==> src/hw/rtl/mbc1bm_pkg.sv <==
// Types and constants of the bank mapper core.
package mbc1bm_pkg;

  localparam int unsigned ADDR_W     = 16;
  localparam int unsigned DATA_W     = 8;
  localparam int unsigned PHYS_W     = 21;
  localparam int unsigned ROM_BANK_W = 7;
  localparam int unsigned RAM_BANK_W = 2;
  localparam int unsigned IN_TDATA_W = 24;
  localparam int unsigned OUT_TDATA_W = 24;
  localparam int unsigned TARGET_W   = 3;

  localparam logic [DATA_W-1:0] RAM_ENABLE_KEY  = 8'h0A;
  localparam logic [DATA_W-1:0] RAM_DISABLE_KEY = 8'h00;
  localparam logic [ROM_BANK_W-1:0] ROM_BANK_RESET = 7'd1;

  typedef enum logic [TARGET_W-1:0] {
    TGT_INTERNAL = 3'd0,
    TGT_ROM      = 3'd1,
    TGT_RAM      = 3'd2,
    TGT_CONTROL  = 3'd3,
    TGT_DROPPED  = 3'd4
  } target_t;

  typedef enum logic {
    ACC_READ  = 1'b0,
    ACC_WRITE = 1'b1
  } access_t;

  // Control range selected by address bits 14:13 below 0x8000.
  typedef enum logic [1:0] {
    CTL_RAM_ENABLE = 2'b00,
    CTL_ROM_LOW    = 2'b01,
    CTL_UPPER_BANK = 2'b10,
    CTL_MODE       = 2'b11
  } ctl_range_t;

endpackage

==> src/hw/rtl/mbc1_bank_mapper_core.sv <==
// Bank mapper core: maps CPU bus accesses to internal memory, cartridge ROM or RAM.
//
// Channel  Direction  tdata (low bit up)                   tuser
// in       slave      bus_address[15:0], write_data[23:16] func[0]
// out      master     physical_address[20:0], zero[23:21]  target[2:0]
// cfg      slave      mapper_present[0]                    -
//
// One word is accepted per cycle unless the output stalls.
// The input register feeds one level of decode and bank arithmetic into the result register.
// Bank state is updated as a control write moves into the result register, so the next word
// already sees it. Reset is synchronous and returns all bank state and both valid flags to
// their reset values.
// A stalled output holds its word while one more input word may wait in the input register.
module mbc1_bank_mapper_core
  import mbc1bm_pkg::*;
(
  input  logic                   clk,
  input  logic                   rst_n,
  input  logic                   in_tvalid,
  output logic                   in_tready,
  input  logic [IN_TDATA_W-1:0]  in_tdata,   // bus_address[15:0], write_data[23:16]
  input  logic [0:0]             in_tuser,   // func[0]
  output logic                   out_tvalid,
  input  logic                   out_tready,
  output logic [OUT_TDATA_W-1:0] out_tdata,  // physical_address[20:0], zero[23:21]
  output logic [TARGET_W-1:0]    out_tuser,  // target[2:0]
  input  logic                   cfg_valid,
  output logic                   cfg_ready,
  input  logic [0:0]             cfg_data    // mapper_present[0]
);

  logic                  mapper_present_r;
  logic [ROM_BANK_W-1:0] rom_bank_r, rom_bank_nxt;
  logic [RAM_BANK_W-1:0] ram_bank_r, ram_bank_nxt;
  logic                  ram_en_r, ram_en_nxt;
  logic                  bank_mode_r, bank_mode_nxt;

  logic                  s1_valid_r;
  access_t               s1_func_r;
  logic [ADDR_W-1:0]     s1_addr_r;
  logic [DATA_W-1:0]     s1_data_r;

  logic                  out_valid_r;
  target_t               out_tgt_r, out_tgt_nxt;
  logic [PHYS_W-1:0]     out_phys_r, out_phys_nxt;

  logic                  s1_adv;
  logic                  s1_fire;
  logic                  in_fire;
  logic                  in_ram;
  logic [4:0]            rom_low;

  assign s1_adv    = !out_valid_r || out_tready;
  assign s1_fire   = s1_valid_r && s1_adv;
  assign in_tready = !s1_valid_r || s1_adv;
  assign in_fire   = in_tvalid && in_tready;
  assign cfg_ready = 1'b1;

  assign in_ram  = (s1_addr_r[15:13] == 3'b101);
  assign rom_low = (s1_data_r[4:0] == 5'd0) ? 5'd1 : s1_data_r[4:0];

  always_comb begin
    out_tgt_nxt   = TGT_INTERNAL;
    out_phys_nxt  = {{(PHYS_W-ADDR_W){1'b0}}, s1_addr_r};
    rom_bank_nxt  = rom_bank_r;
    ram_bank_nxt  = ram_bank_r;
    ram_en_nxt    = ram_en_r;
    bank_mode_nxt = bank_mode_r;
    if (mapper_present_r) begin
      if (in_ram && ram_en_r) begin
        out_tgt_nxt  = TGT_RAM;
        out_phys_nxt = {{(PHYS_W-RAM_BANK_W-13){1'b0}}, ram_bank_r, s1_addr_r[12:0]};
      end else if (s1_func_r == ACC_READ) begin
        if (s1_addr_r[15:14] == 2'b01) begin
          out_tgt_nxt  = TGT_ROM;
          out_phys_nxt = {rom_bank_r, s1_addr_r[13:0]};
        end
      end else if (!s1_addr_r[15]) begin
        out_tgt_nxt  = TGT_CONTROL;
        out_phys_nxt = '0;
        unique case (ctl_range_t'(s1_addr_r[14:13]))
          CTL_RAM_ENABLE: begin
            if (s1_data_r == RAM_ENABLE_KEY) begin
              ram_en_nxt = 1'b1;
            end else if (s1_data_r == RAM_DISABLE_KEY) begin
              ram_en_nxt = 1'b0;
            end
          end
          CTL_ROM_LOW: begin
            rom_bank_nxt = {rom_bank_r[6:5], rom_low};
          end
          CTL_UPPER_BANK: begin
            if (!bank_mode_r) begin
              rom_bank_nxt = {s1_data_r[1:0], rom_bank_r[4:0]};
            end else begin
              ram_bank_nxt = s1_data_r[1:0];
            end
          end
          CTL_MODE: begin
            bank_mode_nxt = s1_data_r[0];
          end
          default: begin
            bank_mode_nxt = bank_mode_r;
          end
        endcase
      end
    end else if (s1_func_r == ACC_WRITE && !s1_addr_r[15]) begin
      out_tgt_nxt  = TGT_DROPPED;
      out_phys_nxt = '0;
    end
  end

  always_ff @(posedge clk) begin
    if (!rst_n) begin
      mapper_present_r <= 1'b0;
      rom_bank_r       <= ROM_BANK_RESET;
      ram_bank_r       <= '0;
      ram_en_r         <= 1'b0;
      bank_mode_r      <= 1'b0;
      s1_valid_r       <= 1'b0;
      out_valid_r      <= 1'b0;
    end else begin
      if (cfg_valid && cfg_ready) begin
        mapper_present_r <= cfg_data[0];
      end
      if (in_tready) begin
        s1_valid_r <= in_tvalid;
      end
      if (s1_adv) begin
        out_valid_r <= s1_valid_r;
      end
      if (s1_fire) begin
        rom_bank_r  <= rom_bank_nxt;
        ram_bank_r  <= ram_bank_nxt;
        ram_en_r    <= ram_en_nxt;
        bank_mode_r <= bank_mode_nxt;
      end
    end
  end

  always_ff @(posedge clk) begin
    if (in_fire) begin
      s1_func_r <= access_t'(in_tuser[0]);
      s1_addr_r <= in_tdata[ADDR_W-1:0];
      s1_data_r <= in_tdata[ADDR_W+DATA_W-1:ADDR_W];
    end
    if (s1_fire) begin
      out_tgt_r  <= out_tgt_nxt;
      out_phys_r <= out_phys_nxt;
    end
  end

  assign out_tvalid = out_valid_r;
  assign out_tuser  = out_tgt_r;
  assign out_tdata  = {{(OUT_TDATA_W-PHYS_W){1'b0}}, out_phys_r};

endmodule

==> config.mk <==
export PLATFORM = sky130hd
export DESIGN_NAME = mbc1_bank_mapper_core
export DESIGN_NICKNAME = d
export VERILOG_FILES = /design/src/hw/rtl/mbc1bm_pkg.sv /design/src/hw/rtl/mbc1_bank_mapper_core.sv
export SDC_FILE = /design/constraint.sdc
export NUM_CORES = 1
export LEC_CHECK = 0
export BUFFER_PORTS_ARGS = -buffer_cell sky130_fd_sc_hd__buf_2
export CAP_MARGIN = 20
export CELL_PAD_IN_SITES_DETAIL_PLACEMENT = 0
export CELL_PAD_IN_SITES_GLOBAL_PLACEMENT = 2
export CORE_MARGIN = 5
export CORE_UTILIZATION = 38
export DETAILED_ROUTE_END_ITERATION = 16
export PLACE_DENSITY = 0.9
export SLEW_MARGIN = 20
export SYNTH_ARGS = -nofsm -noshare
export SYNTH_HDL_FRONTEND = slang
export SYNTH_SLANG_ARGS = --single-unit
==> constraint.sdc <==
create_clock -name clk -period 4.8 [get_ports clk]
set_input_delay 0.96 -clock clk [delete_from_list [all_inputs] [get_ports clk]]
set_output_delay 0.96 -clock clk [all_outputs]
set_load 0.03 [all_outputs]
==> impl_metrics.yaml <==
sta:
  maxSlewHeadroom: 0.5569
  rsz0062_at_grt: "false"
  clock_skew_ns: 0.008698
  setup_viol: 0
  final.setup.tns_ns: 0
  tightestPinTransition_ns: 0.6632
  setup_ws_ns: 2.309
  period_share: 0.5189
  min_period_ns: 2.491
  hold_violations: 0
  max_freq_mhz: 401.5
  final_max_slew_viol_count: 0
critical_path:
  cp_top_family: "buffers and inverters"
  path_class: "in -> out"
  end_kind: "output port"
  worstPathRequired_ns: 3.84
  critPathMaxFanout: 3
  worst_path_most_repeated_cell: "buf_2"
  cp_data_arrival_time_ns: 1.53
  critical-path-max-stage-delay_ns: 0.19
  cp-start-kind: "input pin"
  cp_slowest_cell: "nor2b_1"
  critPathBufInv: 2
  path_cells: "buf_2, nor2b_1, nand2_1, buf_2"
grt:
  grt_usage: 0.1112
  grt_max_degree: 26
  antenna_found_initial: 0
  grt_pass1_vias: 1341
  grt_pass1_wl_mm: 6.306
  grt_overflow: 0
final_layout:
  final_common_cell: "buf_2"
  post-route-util: 0.4969
  synthToLayoutAreaGrowth_pct: 26.14
  design_area_um2: 2977
  nets: 250
  layout_common_cells: "buf_2 (56), edfxtp_1 (49), and2_1 (19)"
  final.fill_count: 535
  insertedDiodeCount: 0
  drive_above_1_share: 0.3438
placed_design:
  gp_congestion: 0.7275
  io_buffers: 56
  placed_cell_area_um2: 2700
  hpwl_mm: 2.791
  pre_cts_ws_ns: 2.242
detailed_routing:
  initialDrtViolationCount: 75
  route.detailed.drc: 0
  wl_per_cell_um: 13.09
  num_vias: 1338
  drtPass1Iterations: 4
  drt-vias-per-instance: 4.475
  wl_mm: 3.913
  ant_nets: 0
cts:
  clock_path_buffers: 2
  cts_resized: 0
  cts_root_buffer: "clkbuf_8"
  cts_hold_buf: 0
  htreeDepth: 3
  cts_inserted_buffers: 9
  path_clk_slew_ns: 0.07
  clk_latency_ns: 0.33
  post_cts_buffers: 0
  tritoncts: "done"
  cts.sinks: 63
floorplanning:
  die_w_um: 88.80
  start_util: 0.3939
  core_area_um2: 5991
  dieArea_um2: 7885
  io_pins: 61
  die_h_um: 88.80
  std_cell_rows: 28
yosys:
  syn_inst: 156
  ys_seq_elements: 63
  synth_area_um2: 2360
  yosysSeqAreaShare: 0.7423
  synth_cell_type_count: 31
  yosysWarnings: 0
  syn_avg_cell_area_um2: 15.13
power_and_ir_drop:
  peakVddDrop_uv: 264.7
  leakage_uw: 0.001169
  p_per_area_nw_per_um2: 434.3
outcome:
  status: "completed"
worst_hold_path:
  min_path_type: "reg -> reg"
run:
  max-cap-violations: 0
through the flow:
| stage | std cells | hold WS [ns] | power (µW) |
|---|---|---|---|
| after floorplan | 158 | 0.4301 | 687.3 |
| after global placement | 282 | 0.4425 | 713.8 |
| after detailed placement | 282 | 0.4478 | 715.4 |
| after CTS | 298 | 0.4606 | 1307 |
| after global routing | 299 | 0.4680 | 1345 |
| final | 299 | 0.4578 | 1293 |
cell type report:
class | count | area (µm²) | area share
clock buffer | 10 | 127.6 | 0.04288
clock inverter | 6 | 132.6 | 0.04456
inverter | 4 | 15.01 | 0.005044
multi-input combinational | 84 | 560.5 | 0.1883
sequential | 63 | 1752 | 0.5885
tap | 75 | 93.84 | 0.03153
timing repair buffer | 57 | 295.3 | 0.09920
cells by family (layout without fill, tap and decap cells):
group | count (synthesis) | in the layout | share of synthesized area
compound gates | 10 | 10 | 0.03022
buf+inv | 11 | 77 | 0.02386
flops | 63 | 63 | 0.7423
mux | 9 | 9 | 0.03818
other cells | 2 | 4 | 0.003183
simple gates | 61 | 61 | 0.1622
per-layer routing:
metal	GRT usage	up-vias	wire length (µm)	share of wire
li1	-	686	-	-
met1	0.1358	597	1750	0.45
met2	0.1687	47	1778	0.45
met3	0.02886	8	280	0.072
met4	0.08242	0	104	0.027
met5	0	-	0	0
where the power goes:
group,total (µW),switching [µW],internal (µW)
combinational,75.9,50.1,25.8
sequential,627,11.9,615
clock,590,193,397
total,1290,255,1040
cells in the mapped netlist:
library cell / instances / share of area
mux2i_1: 9 / 0.038
and2_1: 20 / 0.053
nand4_2: 1 / 0.0053
o32ai_1: 1 / 0.0037
dfxtp_1: 14 / 0.12
nor3_1: 1 / 0.0021
nand3_1: 3 / 0.0064
conb_1: 2 / 0.0032
and2b_1: 1 / 0.0032
a21oi_1: 1 / 0.0021
o31ai_1: 1 / 0.0032
nor3b_4: 1 / 0.0080
clkbuf_1: 3 / 0.0048
buf_4: 4 / 0.013
nand4_4: 1 / 0.0090
nor4_1: 4 / 0.011
nor2b_1: 7 / 0.019
a2bb2oi_1: 1 / 0.0037
nor2_1: 5 / 0.0080
nand2b_1: 3 / 0.0080
nand2_1: 10 / 0.016
nor3_2: 1 / 0.0042
and3b_2: 1 / 0.0042
inv_1: 4 / 0.0064
o211ai_1: 2 / 0.0064
o21a_1: 1 / 0.0032
a22o_1: 1 / 0.0037
nor3b_1: 1 / 0.0032
nand4_1: 1 / 0.0027
edfxtp_1: 49 / 0.62
o21ai_0: 2 / 0.0042
path summary, 6_finish.rpt:
check                                    from        endpoint  slack, ns  cells after the start
worst max-delay path               out_tready       in_tready       2.31                      4
worst min-delay path            rom_bank_r[6]   rom_bank_r[6]       0.46                      2
worst max register to register  s1_addr_r[15]  out_phys_r[15]       3.17                      3
worst min register to register  rom_bank_r[6]   rom_bank_r[6]       0.46                      2
state kept, by name (all words and copies together) (netlist names), 2 cells and up:
register / cells
out_phys_r: 21
ram_bank_r: 2
s1_data_r: 8
rom_bank_r: 7
out_tuser: 3
s1_addr_r: 16
worst min-delay path, stage by stage, from the launching register on:
cell and delay, ns:
dfxtp_1 0.31, nand2_1 0.05, mux2i_1 0.05
Note: power is estimated with default switching activity, not from simulation.
